===== src/design/shell_word_escaper_assert.svh =====
// Assertion macros for the shell word escaper.
`ifndef SHELL_WORD_ESCAPER_ASSERT_SVH
`define SHELL_WORD_ESCAPER_ASSERT_SVH

`ifndef ASSERT_OFF

// Property holds at every clock edge outside reset.
`define SEW_ASSERT(lbl, clk, rst_n, prop, msg) \
    lbl: assert property (@(posedge clk) disable iff (!rst_n) (prop)) else $error(msg);

// Condition implies a consequence on the next edge.
`define SEW_ASSERT_NEXT(lbl, clk, rst_n, pre, post, msg) \
    lbl: assert property (@(posedge clk) disable iff (!rst_n) (pre) |=> (post)) \
        else $error(msg);

`else

`define SEW_ASSERT(lbl, clk, rst_n, prop, msg)
`define SEW_ASSERT_NEXT(lbl, clk, rst_n, pre, post, msg)

`endif

`endif


===== src/design/sew_pkg.sv =====
`timescale 1ns / 1ps

package sew_pkg;

    // How a queued byte gets expanded by the back end.
    typedef enum logic [1:0] {
        KIND_PLAIN  = 2'd0,
        KIND_BSLASH = 2'd1,
        KIND_HEX    = 2'd2
    } t_kind;

    typedef struct packed {
        t_kind      kind;
        logic [7:0] data;
    } t_item;

    typedef enum logic [1:0] {
        MODE_NONE     = 2'd0,
        MODE_CMD_NAME = 2'd1,
        MODE_CMD_PART = 2'd2,
        MODE_CMD_ARG  = 2'd3
    } t_mode;

    localparam logic [7:0] CH_BSLASH = 8'h5c;
    localparam logic [7:0] CH_DOLLAR = 8'h24;
    localparam logic [7:0] CH_QUOTE  = 8'h27;
    localparam logic [7:0] CH_X      = 8'h78;
    localparam logic [7:0] CH_SPACE  = 8'h20;
    localparam logic [7:0] CH_DEL    = 8'h7f;

    localparam int unsigned HEX_LEN = 7;
    localparam int unsigned STEP_W  = 3;

    function automatic logic [7:0] hex_char(input logic [3:0] nib);
        logic [7:0] c;
        if (nib < 4'd10) begin
            c = 8'h30 + {4'd0, nib};
        end else begin
            c = 8'h57 + {4'd0, nib};
        end
        return c;
    endfunction

endpackage


===== src/design/sew_in_if.sv =====
`timescale 1ns / 1ps

interface sew_in_if;
    logic       valid;
    logic       ready;
    logic [7:0] in_byte;
    logic       is_first;

    modport source (output valid, output in_byte, output is_first, input ready);
    modport sink   (input valid, input in_byte, input is_first, output ready);
endinterface


===== src/design/sew_out_if.sv =====
`timescale 1ns / 1ps

interface sew_out_if;
    logic       valid;
    logic       ready;
    logic [7:0] out_byte;
    logic       last_of_run;

    modport source (output valid, output out_byte, output last_of_run, input ready);
    modport sink   (input valid, input out_byte, input last_of_run, output ready);
endinterface


===== src/design/sew_front.sv =====
`timescale 1ns / 1ps

module sew_front (
    input  logic          i_clk,
    input  logic          i_rst_n,
    sew_in_if.sink        i_in_ch,
    input  logic          i_cfg_we,
    input  logic [1:0]    i_cfg_data,
    output logic          o_push,
    output sew_pkg::t_item o_push_item,
    input  logic          i_push_ready
);

    sew_pkg::t_mode r_mode;
    logic           is_ctrl;
    logic           is_meta;
    logic           is_brace;
    logic           is_lead;
    logic [7:0]     b;

    always_ff @(posedge i_clk) begin
        if (!i_rst_n) begin
            r_mode <= sew_pkg::MODE_NONE;
        end else if (i_cfg_we) begin
            r_mode <= sew_pkg::t_mode'(i_cfg_data);
        end
    end

    assign b = i_in_ch.in_byte;

    always_comb begin
        is_ctrl  = (b < sew_pkg::CH_SPACE) || (b == sew_pkg::CH_DEL);
        is_meta  = (b == 8'h20) || (b == 8'h5c) || (b == 8'h3b) || (b == 8'h27) ||
                   (b == 8'h22) || (b == 8'h60) || (b == 8'h7c) || (b == 8'h26) ||
                   (b == 8'h3c) || (b == 8'h3e) || (b == 8'h28) || (b == 8'h29) ||
                   (b == 8'h24) || (b == 8'h23) || (b == 8'h7e);
        is_brace = (b == 8'h7b) || (b == 8'h7d);
        is_lead  = ((b >= 8'h30) && (b <= 8'h39)) || (b == 8'h2b) || (b == 8'h2d) ||
                   (b == 8'h5b) || (b == 8'h5d);

        o_push_item.data = b;
        if (r_mode == sew_pkg::MODE_NONE) begin
            o_push_item.kind = sew_pkg::KIND_PLAIN;
        end else if (r_mode == sew_pkg::MODE_CMD_NAME && i_in_ch.is_first && is_lead) begin
            o_push_item.kind = sew_pkg::KIND_BSLASH;
        end else if (is_ctrl) begin
            o_push_item.kind = sew_pkg::KIND_HEX;
        end else if (is_meta || (is_brace && (r_mode == sew_pkg::MODE_CMD_NAME ||
                                              r_mode == sew_pkg::MODE_CMD_PART))) begin
            o_push_item.kind = sew_pkg::KIND_BSLASH;
        end else begin
            o_push_item.kind = sew_pkg::KIND_PLAIN;
        end
    end

    assign i_in_ch.ready = i_push_ready;
    assign o_push        = i_in_ch.valid && i_push_ready;

endmodule


===== src/design/sew_fifo.sv =====
`timescale 1ns / 1ps

`include "shell_word_escaper_assert.svh"

module sew_fifo #(
    parameter int DEPTH = 4
) (
    input  logic           i_clk,
    input  logic           i_rst_n,
    input  logic           i_push,
    input  sew_pkg::t_item i_push_item,
    output logic           o_push_ready,
    input  logic           i_pop,
    output logic           o_head_valid,
    output sew_pkg::t_item o_head_item
);

    localparam int AW = (DEPTH > 1) ? $clog2(DEPTH) : 1;
    localparam int CW = $clog2(DEPTH + 1);
    localparam logic [AW-1:0] LAST_PTR = AW'(DEPTH - 1);
    localparam logic [CW-1:0] FULL_CNT = CW'(DEPTH);

    sew_pkg::t_item r_mem [DEPTH];
    logic [AW-1:0]  r_wr_ptr;
    logic [AW-1:0]  r_rd_ptr;
    logic [CW-1:0]  r_count;
    logic [AW-1:0]  n_wr_ptr;
    logic [AW-1:0]  n_rd_ptr;
    logic [CW-1:0]  n_count;

    assign o_push_ready = (r_count != FULL_CNT);
    assign o_head_valid = (r_count != '0);
    assign o_head_item  = r_mem[r_rd_ptr];

    always_comb begin
        n_wr_ptr = r_wr_ptr;
        n_rd_ptr = r_rd_ptr;
        n_count  = r_count;
        if (i_push) begin
            n_wr_ptr = (r_wr_ptr == LAST_PTR) ? '0 : r_wr_ptr + 1'b1;
        end
        if (i_pop) begin
            n_rd_ptr = (r_rd_ptr == LAST_PTR) ? '0 : r_rd_ptr + 1'b1;
        end
        if (i_push && !i_pop) begin
            n_count = r_count + 1'b1;
        end else if (!i_push && i_pop) begin
            n_count = r_count - 1'b1;
        end
    end

    always_ff @(posedge i_clk) begin
        if (!i_rst_n) begin
            r_wr_ptr <= '0;
            r_rd_ptr <= '0;
            r_count  <= '0;
        end else begin
            r_wr_ptr <= n_wr_ptr;
            r_rd_ptr <= n_rd_ptr;
            r_count  <= n_count;
        end
    end

    always_ff @(posedge i_clk) begin
        if (i_push) begin
            r_mem[r_wr_ptr] <= i_push_item;
        end
    end

    `SEW_ASSERT(a_count_range, i_clk, i_rst_n, r_count <= FULL_CNT, "queue count overflow")
    `SEW_ASSERT(a_no_pop_empty, i_clk, i_rst_n, !(i_pop && r_count == '0), "pop from empty queue")
    `SEW_ASSERT_NEXT(a_push_only_grows, i_clk, i_rst_n, i_push && !i_pop, r_count == $past(r_count) + 1'b1, "count did not grow on push")

endmodule


===== src/design/sew_back.sv =====
`timescale 1ns / 1ps

`include "shell_word_escaper_assert.svh"

module sew_back (
    input  logic           i_clk,
    input  logic           i_rst_n,
    input  logic           i_head_valid,
    input  sew_pkg::t_item i_head_item,
    output logic           o_pop,
    sew_out_if.source      o_out_ch
);

    localparam logic [sew_pkg::STEP_W-1:0] HEX_LAST = sew_pkg::STEP_W'(sew_pkg::HEX_LEN - 1);

    logic [sew_pkg::STEP_W-1:0] r_step;
    logic [sew_pkg::STEP_W-1:0] n_step;
    logic                       r_valid;
    logic [7:0]                 r_byte;
    logic                       r_last;
    logic                       load;
    logic [7:0]                 cur_byte;
    logic                       cur_last;

    // Pick the byte for the current step of the head entry.
    always_comb begin
        cur_byte = i_head_item.data;
        cur_last = 1'b1;
        case (i_head_item.kind)
            sew_pkg::KIND_PLAIN: begin
                cur_byte = i_head_item.data;
                cur_last = 1'b1;
            end
            sew_pkg::KIND_BSLASH: begin
                cur_last = (r_step != '0);
                cur_byte = (r_step == '0) ? sew_pkg::CH_BSLASH : i_head_item.data;
            end
            sew_pkg::KIND_HEX: begin
                cur_last = (r_step == HEX_LAST);
                case (r_step)
                    3'd0:    cur_byte = sew_pkg::CH_DOLLAR;
                    3'd1:    cur_byte = sew_pkg::CH_QUOTE;
                    3'd2:    cur_byte = sew_pkg::CH_BSLASH;
                    3'd3:    cur_byte = sew_pkg::CH_X;
                    3'd4:    cur_byte = sew_pkg::hex_char(i_head_item.data[7:4]);
                    3'd5:    cur_byte = sew_pkg::hex_char(i_head_item.data[3:0]);
                    default: cur_byte = sew_pkg::CH_QUOTE;
                endcase
            end
            default: begin
                cur_byte = i_head_item.data;
                cur_last = 1'b1;
            end
        endcase
    end

    assign load  = i_head_valid && (!r_valid || o_out_ch.ready);
    assign o_pop = load && cur_last;

    always_comb begin
        n_step = r_step;
        if (load) begin
            n_step = cur_last ? '0 : r_step + 1'b1;
        end
    end

    always_ff @(posedge i_clk) begin
        if (!i_rst_n) begin
            r_step  <= '0;
            r_valid <= 1'b0;
        end else begin
            r_step <= n_step;
            if (load) begin
                r_valid <= 1'b1;
            end else if (o_out_ch.ready) begin
                r_valid <= 1'b0;
            end
        end
    end

    always_ff @(posedge i_clk) begin
        if (load) begin
            r_byte <= cur_byte;
            r_last <= cur_last;
        end
    end

    assign o_out_ch.valid       = r_valid;
    assign o_out_ch.out_byte    = r_byte;
    assign o_out_ch.last_of_run = r_last;

    `SEW_ASSERT(a_step_range, i_clk, i_rst_n, r_step <= HEX_LAST, "step counter out of range")
    `SEW_ASSERT(a_step_has_head, i_clk, i_rst_n, r_step == '0 || i_head_valid, "mid-run with empty queue")
    `SEW_ASSERT(a_plain_no_step, i_clk, i_rst_n, r_step == '0 || i_head_item.kind != sew_pkg::KIND_PLAIN, "plain entry mid-run")
    `SEW_ASSERT_NEXT(a_pop_sets_last, i_clk, i_rst_n, o_pop, r_valid && r_last, "pop without last word")

endmodule


===== src/design/shell_word_escaper.sv =====
`timescale 1ns / 1ps

// Accepted bytes pass through the queue; the back-end step sequencer then fills
// the output register, one word per cycle while the output is ready and the
// queue is not empty; 1, 2 or 7 words per byte (plain, backslash, $'\xHH' form).
// The queue between front and back holds QUEUE_DEPTH classified bytes.
// Reset (synchronous, active low): mode 0, queue empty, output invalid.
module shell_word_escaper #(
    parameter int QUEUE_DEPTH = 4
) (
    input  logic       i_clk,
    input  logic       i_rst_n,
    sew_in_if.sink     i_in_ch,
    sew_out_if.source  o_out_ch,
    input  logic       i_cfg_we,
    input  logic [1:0] i_cfg_data
);

    logic           push;
    logic           push_ready;
    logic           pop;
    logic           head_valid;
    sew_pkg::t_item push_item;
    sew_pkg::t_item head_item;

    sew_front u_front (
        .i_clk        (i_clk),
        .i_rst_n      (i_rst_n),
        .i_in_ch      (i_in_ch),
        .i_cfg_we     (i_cfg_we),
        .i_cfg_data   (i_cfg_data),
        .o_push       (push),
        .o_push_item  (push_item),
        .i_push_ready (push_ready)
    );

    sew_fifo #(
        .DEPTH (QUEUE_DEPTH)
    ) u_fifo (
        .i_clk        (i_clk),
        .i_rst_n      (i_rst_n),
        .i_push       (push),
        .i_push_item  (push_item),
        .o_push_ready (push_ready),
        .i_pop        (pop),
        .o_head_valid (head_valid),
        .o_head_item  (head_item)
    );

    sew_back u_back (
        .i_clk        (i_clk),
        .i_rst_n      (i_rst_n),
        .i_head_valid (head_valid),
        .i_head_item  (head_item),
        .o_pop        (pop),
        .o_out_ch     (o_out_ch)
    );

endmodule


===== src/flat_wrapper.sv =====
// flat-port wrapper written by rule: the top's interface ports become plain ports
module shell_word_escaper_flat 
#(
    parameter int QUEUE_DEPTH = 4
)
  (i_clk, i_rst_n, i_cfg_we, i_cfg_data, i_in_ch_valid, i_in_ch_in_byte, i_in_ch_is_first, i_in_ch_ready, o_out_ch_valid, o_out_ch_out_byte, o_out_ch_last_of_run, o_out_ch_ready);
  sew_in_if i_in_ch_i ();
  sew_out_if o_out_ch_i ();
  input  logic i_clk;
  input  logic i_rst_n;
  input  logic i_cfg_we;
  input  logic [1:0] i_cfg_data;
  input wire logic [$bits(i_in_ch_i.valid)-1:0] i_in_ch_valid;
  input wire logic [$bits(i_in_ch_i.in_byte)-1:0] i_in_ch_in_byte;
  input wire logic [$bits(i_in_ch_i.is_first)-1:0] i_in_ch_is_first;
  output wire logic [$bits(i_in_ch_i.ready)-1:0] i_in_ch_ready;
  output wire logic [$bits(o_out_ch_i.valid)-1:0] o_out_ch_valid;
  output wire logic [$bits(o_out_ch_i.out_byte)-1:0] o_out_ch_out_byte;
  output wire logic [$bits(o_out_ch_i.last_of_run)-1:0] o_out_ch_last_of_run;
  input wire logic [$bits(o_out_ch_i.ready)-1:0] o_out_ch_ready;
  assign i_in_ch_i.valid = i_in_ch_valid;
  assign i_in_ch_i.in_byte = i_in_ch_in_byte;
  assign i_in_ch_i.is_first = i_in_ch_is_first;
  assign i_in_ch_ready = i_in_ch_i.ready;
  assign o_out_ch_valid = o_out_ch_i.valid;
  assign o_out_ch_out_byte = o_out_ch_i.out_byte;
  assign o_out_ch_last_of_run = o_out_ch_i.last_of_run;
  assign o_out_ch_i.ready = o_out_ch_ready;
  shell_word_escaper #(.QUEUE_DEPTH(QUEUE_DEPTH)) u_core (.i_clk(i_clk), .i_rst_n(i_rst_n), .i_in_ch(i_in_ch_i), .o_out_ch(o_out_ch_i), .i_cfg_we(i_cfg_we), .i_cfg_data(i_cfg_data));
endmodule

===== config.mk =====
export PLATFORM = sky130hd
export DESIGN_NAME = shell_word_escaper_flat
export DESIGN_NICKNAME = d
export VERILOG_FILES = /design/src/design/sew_pkg.sv /design/src/design/sew_in_if.sv /design/src/design/sew_out_if.sv /design/src/design/sew_front.sv /design/src/design/sew_fifo.sv /design/src/design/sew_back.sv /design/src/design/shell_word_escaper.sv /design/src/flat_wrapper.sv
export VERILOG_INCLUDE_DIRS = /design/src /design/src/design
export SDC_FILE = /design/constraint.sdc
export NUM_CORES = 1
export LEC_CHECK = 0
export BUFFER_PORTS_ARGS = -buffer_cell sky130_fd_sc_hd__buf_2
export CORE_UTILIZATION = 45
export DETAILED_ROUTE_END_ITERATION = 10
export PLACE_DENSITY = 0.62
export SETUP_SLACK_MARGIN = 0.02
export SLEW_MARGIN = 20
export SYNTH_ARGS = -nofsm -noshare
export SYNTH_HDL_FRONTEND = slang
export SYNTH_SLANG_ARGS = --single-unit

===== constraint.sdc =====
create_clock -name i_clk -period 4.2 [get_ports i_clk]
set_clock_uncertainty 0.05 [all_clocks]
set_input_delay 0.42 -clock i_clk [delete_from_list [all_inputs] [get_ports i_clk]]
set_output_delay 0.42 -clock i_clk [all_outputs]
set_load 0.03 [all_outputs]

==> metrics.yaml <==
routing:
  drtIter0Drc: 74
  vias: 2170
  routed_wl_um: 6140
  wire_per_inst_um: 15.2
  ant_nets: 0
  via_per_inst: 5.38
  firstDrtPassIters: 4
  drcViolationCount: 0
layout:
  final_cell_mix: "49 x edfxtp_1, 26 x buf_2, 22 x nand2_1, 17 x inv_1, 17 x ha_1"
  final_cells: 403
  layout-drive-gt1-share: 0.179
  final_common_cell: "edfxtp_1"
  stdcell_area_sq_mm: 0.00379
  syn_to_final_growth_pct: 14.5
  n_antenna_cell: 0
  finalNetCount: 336
sta:
  slew_violations: 0
  period_minus_slack_ns: 3.32
  rsz0062_at_grt: "no"
  layout_setup_ws_ns: 0.878
  fmax_mhz: 301
  tightest_slew_ns: 0.583
  tns_ns: 0
  finalSetupViolCount: 0
  finalCritPeriodShare: 0.791
  whs_ns: 0.293
  relSlewSlack: 0.609
  hold_viol_final: 0
grt:
  gr-max-usage-layer: "met2"
  antenna_found_initial: 0
  grt_overflow: 0
  use_met1: 0.229
  met3_usage: 0.0386
  grt_max_degree: 15
  grtUsageTotal: 0.182
  grt_pass1_wl_um: 10300
  grt_pass1_vias: 2094
  use_met2: 0.283
critical_path:
  crit_cells: 11
  r2r_end: "u_core.u_fifo.r_count[2]$_SDFFE_PN0P_"
  crit_chain: "mux4_2, ha_1, a21oi_1, a21oi_1, o21ai_0, ha_1, inv_1, fa_1, xor2_1, or3_1, a21boi_0"
  path_class: "flop to flop"
  required_ns: 4.42
  r2r_slack_ns: 0.88
  worstRegToRegCells: 11
  worst_path_max_delay_cell: "dfxtp_1"
  critical_path.max_fanout: 9
  crit_path_end_kind: "flop"
  critPathMaxStageDelay_ns: 0.58
  crit_arrival_ns: 3.54
  cp-start-kind: "flop"
  path_buf_inv: 1
  critical-path-top-delay-family: "adder cells"
synth:
  yosysTopAreaCell: "edfxtp_1"
  syn-cell-area_sq_mm: 0.00331
  async_reset_ff_frac: 0
  synth_ff_type: "edfxtp_1"
  yosysTopAreaCellShare: 0.444
  ys_seq_area_frac: 0.535
  ys_ff_latch: 64
  yosysUniqueCellTypes: 53
  synth_nets: 313
  syn_avg_cell_area_sq_um: 11.9
  synth-edff-count: 49
  synth_area_leaders: "edfxtp_1 44%, dfxtp_1 9.1%, ha_1 6.4%"
  ys_warn_count: 0
  post_synth_inst_count: 279
pwr:
  netSwitchingPower_mw: 0.844
  seqPwrFrac: 0.352
  p_comb_frac: 0.344
  internal_power_mw: 1.67
  irDropWorstVdd_mv: 0.250
  p_per_area_mw_per_mm2: 665
  netSwitchingFraction: 0.335
  clockPowerShare: 0.304
  leakage_nw: 1.41
die:
  core_area_sq_mm: 0.00694
  die_w_um: 87.8
  die_area_sq_mm: 0.00770
  rows: 30
  start_util: 0.477
  io_pins: 27
  die_y_um: 87.8
clock_network:
  cts.clk_slew.worst_paths_ns: 0.07
  clock_latency_ns: 0.34
  numClockSinks: 64
  root_buffer: "clkbuf_8"
  holdBufCountCts: 0
  cts_buffers: 9
  h-tree-depth: 3
  cts_buffer_depth: 2
  cts_tree: "done"
  post_cts_buffers: 0
  cts_resized: 0
run_status:
  status: "finished, final reports clean"
placed_design:
  dp_hpwl_um: 4230
  gp_congestion: 0.844
  place_inst: 387
  pre_cts_slack_ns: 0.882
  port_buffers: 26
  place_area_sq_mm: 0.00350
min_path:
  hold_class: "input pin to flop"
  worstHoldStart: "i_cfg_data[1]"
  whs_path_depth: 3
  whs_endpoint: "u_core.u_front.r_mode[1]$_SDFFE_PN0P_"
run:
  drv_cap: 0
worst reg2reg max path, cell delays in order, from the launching register on:
cell	delay, ns
dfxtp_1	0.58
mux4_2	0.38
ha_1	0.27
a21oi_1	0.16
a21oi_1	0.06
o21ai_0	0.37
ha_1	0.26
inv_1	0.07
fa_1	0.42
xor2_1	0.17
or3_1	0.30
a21boi_0	0.16
worst max-delay path by stage:
stage | to | slack [ns]
2_1_floorplan | u_core.u_fifo.r_count[2]$_SDFFE_PN0P_ | 0.90
3_5_place_dp | u_core.u_fifo.r_count[2]$_SDFFE_PN0P_ | 0.88
6_report | u_core.u_fifo.r_count[2]$_SDFFE_PN0P_ | 0.88
3_3_place_gp | u_core.u_fifo.r_count[2]$_SDFFE_PN0P_ | 0.96
4_1_cts | u_core.u_fifo.r_count[2]$_SDFFE_PN0P_ | 0.84
5_1_grt | u_core.u_fifo.r_count[2]$_SDFFE_PN0P_ | 0.54
cell families after synthesis:
group                    share of synthesized area
XOR/XNOR                                    0.0106
buffers and inverters                       0.0427
adder cells (fa/ha/maj)                     0.0703
AND/OR/NAND/NOR                              0.124
multiplexers                                0.0990
flip-flops                                   0.535
AO/OA/AOI/OAI                                0.119
metrics by stage:
| stage | power (mW) | util |
|---|---|---|
| final | 2.52 | 0.546 |
| after global routing | 2.67 | 0.546 |
| after CTS | 2.54 | 0.546 |
| after detailed placement | 1.77 | 0.504 |
| after global placement | 1.76 | 0.504 |
| after floorplan | 1.57 | - |
registers in the layout, indices dropped and copies added (netlist names), named ones only:
signal / flops
u_core.u_back.o_out_ch.last_of_run: 1
u_core.u_back.o_out_ch.out_byte: 8
u_core.u_fifo.r_rd_ptr: 2
u_core.u_fifo.r_count: 3
u_core.u_fifo.r_wr_ptr: 2
u_core.u_fifo.r_mem: 40
u_core.u_front.r_mode: 2
u_core.u_back.o_out_ch.valid: 1
u_core.u_back.r_step: 3
Yosys cell counts (8+ instances only):
| cell type | count |
|---|---|
| ha_1 | 17 |
| nor2_1 | 8 |
| edfxtp_1 | 49 |
| inv_1 | 17 |
| mux2i_1 | 13 |
| nor2b_1 | 11 |
| clkbuf_1 | 10 |
| nand2_1 | 22 |
| a21oi_1 | 9 |
| dfxtp_1 | 15 |
| o21ai_0 | 16 |
area by class of cell:
| type | count | area [sq um] |
|---|---|---|
| clock buffer | 9 | 124 |
| clock inverter | 7 | 168 |
| fill | 586 | 3150 |
| inverter | 17 | 63.8 |
| multi-input combinational | 182 | 1400 |
| sequential | 64 | 1770 |
| tap | 96 | 120 |
| timing repair buffer | 28 | 145 |
power by group through the flow:
| stage | sequential [mW] | combinational (mW) | clock [mW] |
|---|---|---|---|
| after floorplan | 0.990 | 0.582 | 0 |
| after global placement | 0.900 | 0.863 | 0 |
| after detailed placement | 0.903 | 0.863 | 0 |
| after CTS | 0.889 | 0.869 | 0.781 |
| after global routing | 0.904 | 0.966 | 0.805 |
| final | 0.887 | 0.867 | 0.765 |
metal layers:
layer	routed length [um]	vias to the layer above
met4	166	0
li1	-	1077
met5	0	-
met3	204	15
met2	2960	56
met1	2810	1022
No activity file was read; power rests on OpenSTA's default activity.
